[src/rtl/core/mtf_pkg.sv]
`timescale 1ns / 1ps

package mtf_pkg;

    localparam int NEURONS    = 4;
    localparam int DIST_W     = 16;
    localparam int ANG_W      = 11;
    localparam int WGT_W      = 16;
    localparam int Q14_W      = 16;
    localparam int ARG_W      = 24;
    localparam int TAB_W      = 15;
    localparam int STEP_BITS  = 10;
    localparam int IDX_W      = 5;
    localparam int DELTA_W    = 13;
    localparam int TPROD_W    = DELTA_W + STEP_BITS;
    localparam int HPROD_D_W  = DIST_W + WGT_W;
    localparam int HPROD_A_W  = ANG_W + WGT_W;
    localparam int HACC_W     = 34;
    localparam int OPROD_W    = Q14_W + WGT_W;
    localparam int OACC_W     = 34;
    localparam int BIAS_SHIFT = 9;
    localparam int HID_SHIFT  = 9;
    localparam int OUT_SHIFT  = 14;
    localparam int TANH_LIMIT = 20480;
    localparam int TANH_ONE   = 16384;

    typedef logic signed [WGT_W-1:0]  t_wgt;
    typedef logic signed [ARG_W-1:0]  t_arg;
    typedef logic signed [Q14_W-1:0]  t_q14;
    typedef logic signed [HACC_W-1:0] t_hacc;
    typedef logic signed [OACC_W-1:0] t_oacc;
    typedef logic [TAB_W-1:0]         t_tab;

    typedef t_arg t_arg_vec [NEURONS];
    typedef t_q14 t_q14_vec [NEURONS];

    localparam t_wgt W_HID_BIAS [NEURONS] = '{16'sd7779, -16'sd1954, -16'sd2656, -16'sd1581};
    localparam t_wgt W_HID_DIST [NEURONS] = '{-16'sd1155, 16'sd16428, 16'sd13227, -16'sd11855};
    localparam t_wgt W_HID_ANG  [NEURONS] = '{16'sd1368, -16'sd5741, 16'sd5562, -16'sd4020};

    // Rows are hidden neurons, columns are output neurons.
    localparam t_wgt W_OUT [NEURONS][NEURONS] = '{
        '{16'sd4653, 16'sd6333, 16'sd6633, 16'sd7708},
        '{-16'sd6336, 16'sd5715, 16'sd794, 16'sd1269},
        '{-16'sd3177, 16'sd3846, 16'sd8545, -16'sd4600},
        '{-16'sd5061, 16'sd3516, 16'sd2968, 16'sd3999}
    };

    // tanh sampled at steps of 0.25 in Q1.14; the point at 5.0 and beyond is one.
    function automatic t_tab tanh_point(input logic [IDX_W-1:0] idx);
        t_tab v;
        case (idx)
            5'd0:    v = 15'd0;
            5'd1:    v = 15'd4013;
            5'd2:    v = 15'd7571;
            5'd3:    v = 15'd10406;
            5'd4:    v = 15'd12478;
            5'd5:    v = 15'd13898;
            5'd6:    v = 15'd14830;
            5'd7:    v = 15'd15423;
            5'd8:    v = 15'd15795;
            5'd9:    v = 15'd16024;
            5'd10:   v = 15'd16165;
            5'd11:   v = 15'd16251;
            5'd12:   v = 15'd16303;
            5'd13:   v = 15'd16335;
            5'd14:   v = 15'd16354;
            5'd15:   v = 15'd16366;
            5'd16:   v = 15'd16373;
            5'd17:   v = 15'd16377;
            5'd18:   v = 15'd16380;
            5'd19:   v = 15'd16382;
            default: v = 15'd16384;
        endcase
        return v;
    endfunction

    function automatic logic [DELTA_W-1:0] tanh_delta(input logic [IDX_W-1:0] idx);
        t_tab d;
        d = tanh_point(idx + 5'd1) - tanh_point(idx);
        return d[DELTA_W-1:0];
    endfunction

endpackage

[src/rtl/core/mtf_output.sv]
`timescale 1ns / 1ps

module mtf_output import mtf_pkg::*; (
    input  logic     i_clk,
    input  logic     i_rst_n,
    input  logic     i_vld,
    output logic     o_rdy,
    input  t_q14_vec i_hid,
    output logic     o_vld,
    input  logic     i_rdy,
    output t_arg_vec o_x
);

    logic                      r_vld1, r_vld2;
    logic signed [OPROD_W-1:0] r_p [NEURONS][NEURONS];
    logic signed [OPROD_W-1:0] n_p [NEURONS][NEURONS];
    t_arg_vec                  r_x, n_x;
    t_oacc                     acc [NEURONS];
    logic                      en1, en2;

    assign en2   = !r_vld2 || i_rdy;
    assign en1   = !r_vld1 || en2;
    assign o_rdy = en1;
    assign o_vld = r_vld2;
    assign o_x   = r_x;

    always_comb begin
        for (int j = 0; j < NEURONS; j++) begin
            for (int k = 0; k < NEURONS; k++) begin
                n_p[j][k] = i_hid[j] * W_OUT[j][k];
            end
        end
    end

    always_comb begin
        for (int k = 0; k < NEURONS; k++) begin
            acc[k] = t_oacc'(1) <<< (OUT_SHIFT - 1);
            for (int j = 0; j < NEURONS; j++) begin
                acc[k] = acc[k] + t_oacc'(r_p[j][k]);
            end
            n_x[k] = t_arg'(acc[k] >>> OUT_SHIFT);
        end
    end

    always_ff @(posedge i_clk) begin
        if (!i_rst_n) begin
            r_vld1 <= 1'b0;
            r_vld2 <= 1'b0;
        end else begin
            if (en1) r_vld1 <= i_vld;
            if (en2) r_vld2 <= r_vld1;
        end
    end

    always_ff @(posedge i_clk) begin
        if (en1 && i_vld) begin
            r_p <= n_p;
        end
        if (en2 && r_vld1) begin
            r_x <= n_x;
        end
    end

endmodule

[config.mk]
export PLATFORM = sky130hd
export DESIGN_NAME = mtf_output
export DESIGN_NICKNAME = d
export VERILOG_FILES = /design/src/rtl/core/mtf_pkg.sv /design/src/rtl/core/mtf_output.sv
export SDC_FILE = /design/constraint.sdc
export NUM_CORES = 2
export LEC_CHECK = 0
export CORE_ASPECT_RATIO = 1.25
export CORE_MARGIN = 2
export CORE_UTILIZATION = 50
export DETAILED_ROUTE_END_ITERATION = 8
export DONT_BUFFER_PORTS = 1
export PLACE_DENSITY_LB_ADDON = 0.25
export SLEW_MARGIN = 5
export SYNTH_ARGS = -nofsm -noshare
export SYNTH_HDL_FRONTEND = slang
export SYNTH_SLANG_ARGS = --single-unit
[constraint.sdc]
create_clock -name i_clk -period 14 [get_ports i_clk]
set_clock_uncertainty 0.1 [all_clocks]
set_input_delay 0 -clock i_clk [delete_from_list [all_inputs] [get_ports i_clk]]
set_output_delay 0 -clock i_clk [all_outputs]
set_load 0.05 [all_outputs]
==> results_dict.tcl <==
set metrics [dict create \
    core_mm2 0.1601 \
    reg2reg_to "o_x[43]$_DFFE_PP_" \
    cts_tree "done" \
    io_buffers 0 \
    crit_type "in -> reg" \
    cts_resized 0 \
    syn2layout_area_growth_pct 6.834 \
    drt_iter0_drc 3811 \
    hold_viol 0 \
    relSlewSlack 0.05817 \
    final_nets 10320 \
    cts_buffers 57 \
    drive_gt1_frac 0.02395 \
    clock-sinks 505 \
    grt_max_degree 137 \
    cp.depth 25 \
    rrSetupSlack_ns 8.44 \
    reg2reg_from "r_p[42]$_DFFE_PP_" \
    cp.arrival_ns 6.79 \
    synth_area_per_cell_um2 10.92 \
    clk_latency_ns 0.71 \
    initial_core_util 0.5040 \
    first_pass_iters 6 \
    critPathCapture "r_p[251]$_DFFE_PP_" \
    min_period_over_period 0.4612 \
    cp_max_fo 11 \
    grt_antenna_before_repair 27 \
    hold_path_class "in -> reg" \
    wire_per_inst_um 25.50 \
    multiInputGateArea_mm2 0.05841 \
    critPathMostFrequentCell "ha_1" \
    dieArea_mm2 0.1646 \
    path_delay_family "adder cells" \
    hold_start "i_hid[54]" \
    vias_per_cell 5.485 \
    slowest_stage "dlygate4sd3_1" \
    cts_root_buffer "clkbuf_16" \
    num_io_pins 166 \
    setup_viol 0 \
    rows 164 \
    cp-end-kind "register" \
    crit_start "i_hid[19]" \
    synth_edf_count 503 \
    grt_use_total 0.3078 \
    synth_area_mm2 0.08066 \
    antenna_left 0 \
    gp_congestion 1.004 \
    synthCells 7388 \
    rr_worst_depth 15 \
    chipWidth_um 363.3 \
    rsz0062_at_grt "no" \
    seq_area_mm2 0.01514 \
    dieHeight_um 453.1 \
    ys_seq_elements 505 \
    tightest_slew_ns 1.403 \
    tns_ns 0 \
    ys_dominant_reg_cell "edfxtp_1" \
    layout_commonest_cell "inv_1" \
    yosysSeqAreaShare 0.1878 \
    yosysWarnings 0 \
    mostFrequentLayoutCells "inv_1, ha_1, fa_1, edfxtp_1, xnor2_1" \
    max_freq_mhz 154.9 \
    drc 0 \
    path_clk_slew_ns 0.06 \
    clockBufferDepth 3 \
    grt_overflow 0 \
    status "finished clean" \
    htree_levels 2 \
    synthDistinctLibCells 80 \
    post-dp-hpwl_mm 207.7 \
    drv_cap 0 \
    wl_mm 246.0 \
    start_kind "primary input" \
    slowest_delay_ns 0.65 \
    async_flop_share 0 \
    slew_violations 0 \
    grt_pass1_wl_mm 365.6 \
    synth_nets 10200 \
    crit_required_ns 14.34 \
    grt_pass1_vias 57050 \
    routed-via-count 52930 \
    path_buf_inv 6 \
    fillers 14170 \
    post-route-min-period_ns 6.457 \
]
-- metrics by stage --
stage,utilization,cell area (um2),hold slack (ns),instances,setup slack [ns]
2_1_floorplan,-,80660,-0.001131,7388,2.380
3_3_place_gp,0.5202,83260,0.00009015,9444,7.948
3_5_place_dp,0.5202,83260,0.0001012,9444,7.900
4_1_cts,0.5381,86130,0.0002752,9632,7.661
5_1_grt,0.5383,86160,0.01185,9643,7.288
6_report,0.5384,86180,0.01206,9649,7.543
-- layer usage --
metal | GRT usage | routed length (um)
met5 | 0 | 61
met2 | 0.5123 | 116300
met4 | 0.1695 | 17290
met3 | 0.04461 | 14270
met1 | 0.3861 | 98140
-- cell families (layout without fill, tap and decap cells) --
logic type | after synthesis | after routing | synth area share
muxes | 13 | 13 | 0.001644
adders and majority gates | 2740 | 2740 | 0.5447
AOI/OAI and AO/OA | 951 | 951 | 0.07616
buffers and inverters | 1879 | 2048 | 0.08823
and+or+nand+nor | 795 | 795 | 0.04667
xor gates and xnor gates | 505 | 505 | 0.05483
other | 0 | 17 | 0
DFF | 505 | 505 | 0.1878
-- synthesized netlist by cell type, drive strengths merged, types with 17 or more instances --
library cell | number | share of area
inv | 1842 | 0.086
ha | 1454 | 0.23
fa | 1286 | 0.32
edfxtp | 503 | 0.19
xnor2 | 371 | 0.040
a21oi | 324 | 0.020
nor2 | 252 | 0.012
nand2 | 173 | 0.0081
o21ai | 155 | 0.0097
xor2 | 134 | 0.015
a21o | 128 | 0.012
nand3 | 73 | 0.0045
o21bai | 68 | 0.0063
nor3 | 62 | 0.0038
nor2b | 53 | 0.0041
o21a | 50 | 0.0047
nand2b | 38 | 0.0029
or2 | 37 | 0.0029
a31oi | 34 | 0.0028
nand4 | 29 | 0.0022
a211oi | 26 | 0.0025
o31ai | 24 | 0.0025
and2 | 22 | 0.0017
and3 | 21 | 0.0016
buf | 21 | 0.0018
or3 | 21 | 0.0016
o211ai | 18 | 0.0017
a21boi | 17 | 0.0016
-- repair_timing --
| action | in CTS | in global routing |
|---|---|---|
| endpoints found under the setup margin | 0 | 0 |
| setup buffers | 0 | 0 |
| hold buffers | 80 | 0 |
| endpoints found under the hold margin | 187 | 0 |
-- how the worst min path moves through the flow --
stage / cells past startpoint / slack [ns] / to
floorplan: 0 / -0.001 / r_p[136]$_DFFE_PP_
global placement: 0 / 0.00009 / r_p[481]$_DFFE_PP_
detailed placement: 0 / 0.0001 / r_p[481]$_DFFE_PP_
CTS: 4 / 0.0003 / r_p[197]$_DFFE_PP_
global route: 3 / 0.01 / r_p[486]$_DFFE_PP_
finish: 3 / 0.01 / r_p[486]$_DFFE_PP_
-- area by class of cell --
type | instances | area share
clock inverter | 45 | 0.006621
clock buffer | 63 | 0.01706
multi-input combinational | 5004 | 0.6778
inverter | 1843 | 0.08029
antenna | 17 | 0.0004937
tap | 2075 | 0.03013
sequential | 505 | 0.1757
timing repair buffer | 97 | 0.01185
-- state kept, by name, summed over array words and instances, names as in the netlist --
| signal | cells |
|---|---|
| r_p | 423 |
| o_x | 80 |
| o_vld | 1 |
| r_vld1 | 1 |
-- worst reg2reg max path: stages, from the launching register on --
cell and delay [ns]:
edfxtp_1 0.56, fa_1 0.64, fa_1 0.44, ha_1 0.30, ha_1 0.28, and2_1 0.17
a2111oi_0 0.37, a21boi_0 0.35, nor4bb_1 0.15, o2111ai_1 0.32, a21oi_1 0.21, o211ai_1 0.30
a31oi_1 0.20, a21o_1 0.24, a21oi_1 0.19, xor2_1 0.48
Power is not shown: default switching activity piles up to over one toggle a cycle in this logic, so the estimate is an artifact.
