**config.mk**
```make
export PLATFORM = sky130hd
export DESIGN_NAME = mtf_hidden
export DESIGN_NICKNAME = d
export VERILOG_FILES = /design/src/rtl/core/mtf_pkg.sv /design/src/rtl/core/mtf_hidden.sv
export SDC_FILE = /design/constraint.sdc
export NUM_CORES = 2
export LEC_CHECK = 0
export BUFFER_PORTS_ARGS = -buffer_cell sky130_fd_sc_hd__buf_2
export CORE_UTILIZATION = 50
export DETAILED_ROUTE_END_ITERATION = 10
export PLACE_DENSITY = 0.66
export SLEW_MARGIN = 40
export SYNTH_ARGS = -nofsm -noshare
export SYNTH_HDL_FRONTEND = slang
export SYNTH_SLANG_ARGS = --single-unit
export TNS_END_PERCENT = 1
```
**constraint.sdc**
```tcl
create_clock -name i_clk -period 11.59 [get_ports i_clk]
set_input_delay 0.5795 -clock i_clk [delete_from_list [all_inputs] [get_ports i_clk]]
set_output_delay 0.5795 -clock i_clk [all_outputs]
set_load 0.02 [all_outputs]
```
**src/rtl/core/mtf_pkg.sv**
```systemverilog
`timescale 1ns / 1ps

package mtf_pkg;

    localparam int NEURONS    = 4;
    localparam int DIST_W     = 16;
    localparam int ANG_W      = 11;
    localparam int WGT_W      = 16;
    localparam int Q14_W      = 16;
    localparam int ARG_W      = 24;
    localparam int TAB_W      = 15;
    localparam int STEP_BITS  = 10;
    localparam int IDX_W      = 5;
    localparam int DELTA_W    = 13;
    localparam int TPROD_W    = DELTA_W + STEP_BITS;
    localparam int HPROD_D_W  = DIST_W + WGT_W;
    localparam int HPROD_A_W  = ANG_W + WGT_W;
    localparam int HACC_W     = 34;
    localparam int OPROD_W    = Q14_W + WGT_W;
    localparam int OACC_W     = 34;
    localparam int BIAS_SHIFT = 9;
    localparam int HID_SHIFT  = 9;
    localparam int OUT_SHIFT  = 14;
    localparam int TANH_LIMIT = 20480;
    localparam int TANH_ONE   = 16384;

    typedef logic signed [WGT_W-1:0]  t_wgt;
    typedef logic signed [ARG_W-1:0]  t_arg;
    typedef logic signed [Q14_W-1:0]  t_q14;
    typedef logic signed [HACC_W-1:0] t_hacc;
    typedef logic signed [OACC_W-1:0] t_oacc;
    typedef logic [TAB_W-1:0]         t_tab;

    typedef t_arg t_arg_vec [NEURONS];
    typedef t_q14 t_q14_vec [NEURONS];

    localparam t_wgt W_HID_BIAS [NEURONS] = '{16'sd7779, -16'sd1954, -16'sd2656, -16'sd1581};
    localparam t_wgt W_HID_DIST [NEURONS] = '{-16'sd1155, 16'sd16428, 16'sd13227, -16'sd11855};
    localparam t_wgt W_HID_ANG  [NEURONS] = '{16'sd1368, -16'sd5741, 16'sd5562, -16'sd4020};

    // Rows are hidden neurons, columns are output neurons.
    localparam t_wgt W_OUT [NEURONS][NEURONS] = '{
        '{16'sd4653, 16'sd6333, 16'sd6633, 16'sd7708},
        '{-16'sd6336, 16'sd5715, 16'sd794, 16'sd1269},
        '{-16'sd3177, 16'sd3846, 16'sd8545, -16'sd4600},
        '{-16'sd5061, 16'sd3516, 16'sd2968, 16'sd3999}
    };

    // tanh sampled at steps of 0.25 in Q1.14; the point at 5.0 and beyond is one.
    function automatic t_tab tanh_point(input logic [IDX_W-1:0] idx);
        t_tab v;
        case (idx)
            5'd0:    v = 15'd0;
            5'd1:    v = 15'd4013;
            5'd2:    v = 15'd7571;
            5'd3:    v = 15'd10406;
            5'd4:    v = 15'd12478;
            5'd5:    v = 15'd13898;
            5'd6:    v = 15'd14830;
            5'd7:    v = 15'd15423;
            5'd8:    v = 15'd15795;
            5'd9:    v = 15'd16024;
            5'd10:   v = 15'd16165;
            5'd11:   v = 15'd16251;
            5'd12:   v = 15'd16303;
            5'd13:   v = 15'd16335;
            5'd14:   v = 15'd16354;
            5'd15:   v = 15'd16366;
            5'd16:   v = 15'd16373;
            5'd17:   v = 15'd16377;
            5'd18:   v = 15'd16380;
            5'd19:   v = 15'd16382;
            default: v = 15'd16384;
        endcase
        return v;
    endfunction

    function automatic logic [DELTA_W-1:0] tanh_delta(input logic [IDX_W-1:0] idx);
        t_tab d;
        d = tanh_point(idx + 5'd1) - tanh_point(idx);
        return d[DELTA_W-1:0];
    endfunction

endpackage

```
**src/rtl/core/mtf_hidden.sv**
```systemverilog
`timescale 1ns / 1ps

module mtf_hidden import mtf_pkg::*; (
    input  logic                     i_clk,
    input  logic                     i_rst_n,
    input  logic                     i_vld,
    output logic                     o_rdy,
    input  logic signed [DIST_W-1:0] i_dist,
    input  logic signed [ANG_W-1:0]  i_ang,
    output logic                     o_vld,
    input  logic                     i_rdy,
    output t_arg_vec                 o_x
);

    logic                        r_vld1, r_vld2;
    logic signed [HPROD_D_W-1:0] r_pd [NEURONS];
    logic signed [HPROD_A_W-1:0] r_pa [NEURONS];
    logic signed [HPROD_D_W-1:0] n_pd [NEURONS];
    logic signed [HPROD_A_W-1:0] n_pa [NEURONS];
    t_arg_vec                    r_x, n_x;
    t_hacc                       acc  [NEURONS];
    logic                        en1, en2;

    assign en2   = !r_vld2 || i_rdy;
    assign en1   = !r_vld1 || en2;
    assign o_rdy = en1;
    assign o_vld = r_vld2;
    assign o_x   = r_x;

    always_comb begin
        for (int j = 0; j < NEURONS; j++) begin
            n_pd[j] = i_dist * W_HID_DIST[j];
            n_pa[j] = i_ang * W_HID_ANG[j];
        end
    end

    // Bias is 1.0 in Q7.9, so its product is the weight shifted up.
    always_comb begin
        for (int j = 0; j < NEURONS; j++) begin
            acc[j] = t_hacc'(r_pd[j]) + t_hacc'(r_pa[j])
                   + (t_hacc'(W_HID_BIAS[j]) <<< BIAS_SHIFT)
                   + (t_hacc'(1) <<< (HID_SHIFT - 1));
            n_x[j] = t_arg'(acc[j] >>> HID_SHIFT);
        end
    end

    always_ff @(posedge i_clk) begin
        if (!i_rst_n) begin
            r_vld1 <= 1'b0;
            r_vld2 <= 1'b0;
        end else begin
            if (en1) r_vld1 <= i_vld;
            if (en2) r_vld2 <= r_vld1;
        end
    end

    always_ff @(posedge i_clk) begin
        if (en1 && i_vld) begin
            r_pd <= n_pd;
            r_pa <= n_pa;
        end
        if (en2 && r_vld1) begin
            r_x <= n_x;
        end
    end

endmodule

```
==> impl_metrics.env <==
export IMPL_syn2layout_area_growth_pct=8.458
export IMPL_hold_violations=0
export IMPL_synth_area_leaders="ha_1 24%, edfxtp_1 22%, fa_1 21%"
export IMPL_syn_avg_cell_area_sq_um=10.20
export IMPL_antenna_found_initial=8
export IMPL_cts_made_buffers=40
export IMPL_wl_met2_mm=41.29
export IMPL_htreeDepth=2
export IMPL_hp_start="i_rst_n"
export IMPL_num_nets_final=5370
export IMPL_fin_cells=5212
export IMPL_cts_resized=0
export IMPL_hp_class="input pin to flop"
export IMPL_path_cells="buf_2 -> ha_1 -> xor2_1 -> ha_1 -> ha_1 -> ha_1 -> inv_1 -> fa_1 -> inv_1 -> ha_1 -> ha_1 -> fa_1 -> a211oi_1 -> o21ai_0 -> nand2_1 -> o22ai_1 -> o41ai_2 -> o21ai_1 -> o41a_1 -> a41oi_1 -> a21oi_1 -> xnor2_1"
export IMPL_seqCellArea_sq_um=8838
export IMPL_critPathLaunch="i_dist[4]"
export IMPL_synthMuxAreaShare=0.003195
export IMPL_syn_area_sq_um=40340
export IMPL_rsz0062_at_grt="no"
export IMPL_slowest_stage="buf_2"
export IMPL_synth_top_family_by_area="adder cells"
export IMPL_grt_max_degree=102
export IMPL_synthDistinctLibCells=91
export IMPL_drt_wirelength_per_cell_microns=18.02
export IMPL_synthTopCellsByCount="1086 x inv_1, 780 x ha_1, 431 x fa_1"
export IMPL_async_flop_share=0
export IMPL_crit_required_ns=11.91
export IMPL_synth_top_area_frac=0.2419
export IMPL_wl_met3_mm=5.397
export IMPL_synth_enable_flop_cells=293
export IMPL_cp_common_cell="ha_1"
export IMPL_die_y_microns=286.0
export IMPL_dpl_hpwl_mm=79.43
export IMPL_tightest_slew_ns=0.7793
export IMPL_fmax_mhz=154.4
export IMPL_rr_startpoint="r_pa[5]"
export IMPL_drt_iter0_drc=1549
export IMPL_ys_seq_area_frac=0.2191
export IMPL_final_area_sq_um=43750
export IMPL_root_buffer="clkbuf_16"
export IMPL_drc_errors=0
export IMPL_core_area_sq_um=79390
export IMPL_yosysMostFrequentCell="inv_1"
export IMPL_setup_viol=0
export IMPL_fin_crit_ns=6.475
export IMPL_ant_nets=0
export IMPL_yosys_area_share_simple=0.06771
export IMPL_drt_wl_total_mm=93.90
export IMPL_rrSetupSlack_ns=7.45
export IMPL_drv_slew=0
export IMPL_vias=26490
export IMPL_clockBufferDepth=3
export IMPL_cts_tree="yes"
export IMPL_place_ws_ns=4.546
export IMPL_synth_warnings=0
export IMPL_synth_top_cell_by_area="ha_1"
export IMPL_die_area_sq_um=81820
export IMPL_maxUsedRoutingLayer="met5"
export IMPL_die_x_microns=286.0
export IMPL_cts_sinks=295
export IMPL_overflow=0
export IMPL_criticalPathCategory="input pin to flop"
export IMPL_timing_final_crit_share=0.5587
export IMPL_netlist_instances=3956
export IMPL_ctsHoldBuffers=0
export IMPL_synth_main_ff_cell="edfxtp_1"
export IMPL_wl_met1_mm=43.90
export IMPL_gp_congestion=0.9581
export IMPL_startpoint_type="input pin"
export IMPL_setup_slack_ns=5.115
export IMPL_skew_ns=0.01543
export IMPL_grt_first_pass_wirelength_mm=148.0
export IMPL_postPlaceCellArea_sq_um=42380
export IMPL_grt_usage=0.2360
export IMPL_setup_tns_final_ns=0
export IMPL_endpoint_kind="flop"
export IMPL_rows=103
export IMPL_ys_ff_latch=295
export IMPL_drv_cap=0
export IMPL_fillers=7073
export IMPL_grt_pass1_vias=26500
export IMPL_portBuffers=128
export IMPL_start_util=0.5082
export IMPL_synth_xor_area_frac=0.06916
export IMPL_cts_clk_slew_worst_paths_ns=0.06
export IMPL_status="complete, no violations"
export IMPL_crit_path_max_incr_delay_ns=0.49
export IMPL_multiInputGateArea_sq_um=27420
export IMPL_clock_latency_ns=0.57
export IMPL_drive_gt1_frac=0.06445
export IMPL_placed_cells=5135
export IMPL_crit_fanout=16
export IMPL_ios=129
export IMPL_cp_data_arrival_time_ns=6.79
export IMPL_synthAdderAreaFrac=0.4558
export IMPL_cts_setup_buffers=0
export IMPL_slew_headroom=0.4767
export IMPL_syn_num_nets=5198
export IMPL_synth_compound_area_frac=0.08321
export IMPL_firstDrtPassIters=5
export IMPL_vias_per_cell=5.083
[worst paths after layout]
path / end / depth (start not counted)
min reg2reg: o_vld / 1
max reg2reg: o_x[22] / 12
max: r_pd[30] / 22
min: o_vld / 2
[layout make-up]
type                       instances  area share
antenna                            4   0.0002288
inverter                        1086     0.09317
clock inverter                    27    0.007292
multi-input combinational       2567      0.6266
clock buffer                      45     0.02331
timing repair buffer             138     0.01739
tap                             1050     0.03003
sequential                       295      0.2020
[stage by stage]
stage,util,hold slack (ns)
final,0.5511,0.2459
after global routing,0.5511,0.2335
after CTS,0.5507,0.2115
after detailed placement,0.5339,0.5162
after global placement,0.5334,0.4994
after floorplan,-,0.4768
[worst max-delay path, delay by kind of cell]
kind                     cells  cell delay, ns
adder cells (fa/ha/maj)      8            2.74
AO/OA/AOI/OAI                8            2.16
buffers and inverters        3            0.58
XOR/XNOR                     2            0.55
AND/OR/NAND/NOR              1            0.16
[cells in the final DEF (no fill, tap or decap), types with 48 or more instances in the layout]
| cell | netlist | final |
|---|---|---|
| xor2_1 | 82 | 82 |
| inv_1 | 1086 | 1085 |
| xnor2_1 | 231 | 230 |
| nand2_1 | 91 | 91 |
| buf_2 | 1 | 128 |
| edfxtp_1 | 293 | 293 |
| o21ai_0 | 74 | 74 |
| a21oi_1 | 132 | 132 |
| nor2_1 | 149 | 149 |
| nor3_1 | 48 | 48 |
| a21o_1 | 65 | 65 |
| fa_1 | 431 | 431 |
| ha_1 | 780 | 779 |
[state kept, by name, summed over array words and instances (netlist names)]
register and count:
r_vld1 1, r_pd 112, o_x 96, r_pa 85
o_vld 1
[logic make-up (layout without fill, tap and decap cells)]
family,after synthesis,after routing
AO/OA/AOI/OAI,491,491
XOR/XNOR,316,316
adder cells (fa/ha/maj),1211,1211
buffers and inverters,1094,1296
flip-flops,295,295
multiplexers,12,12
other,0,4
AND/OR/NAND/NOR,537,537
[per-layer routing]
metal / global-route usage / vias up
li1: - / 13190
met1: 0.3322 / 12600
met2: 0.3662 / 565
met3: 0.04187 / 120
met4: 0.07981 / 10
met5: 0 / -
Power is left out: the tool's default activity adds up to more than one toggle a clock period on the data nets, which glitch-free logic cannot reach.
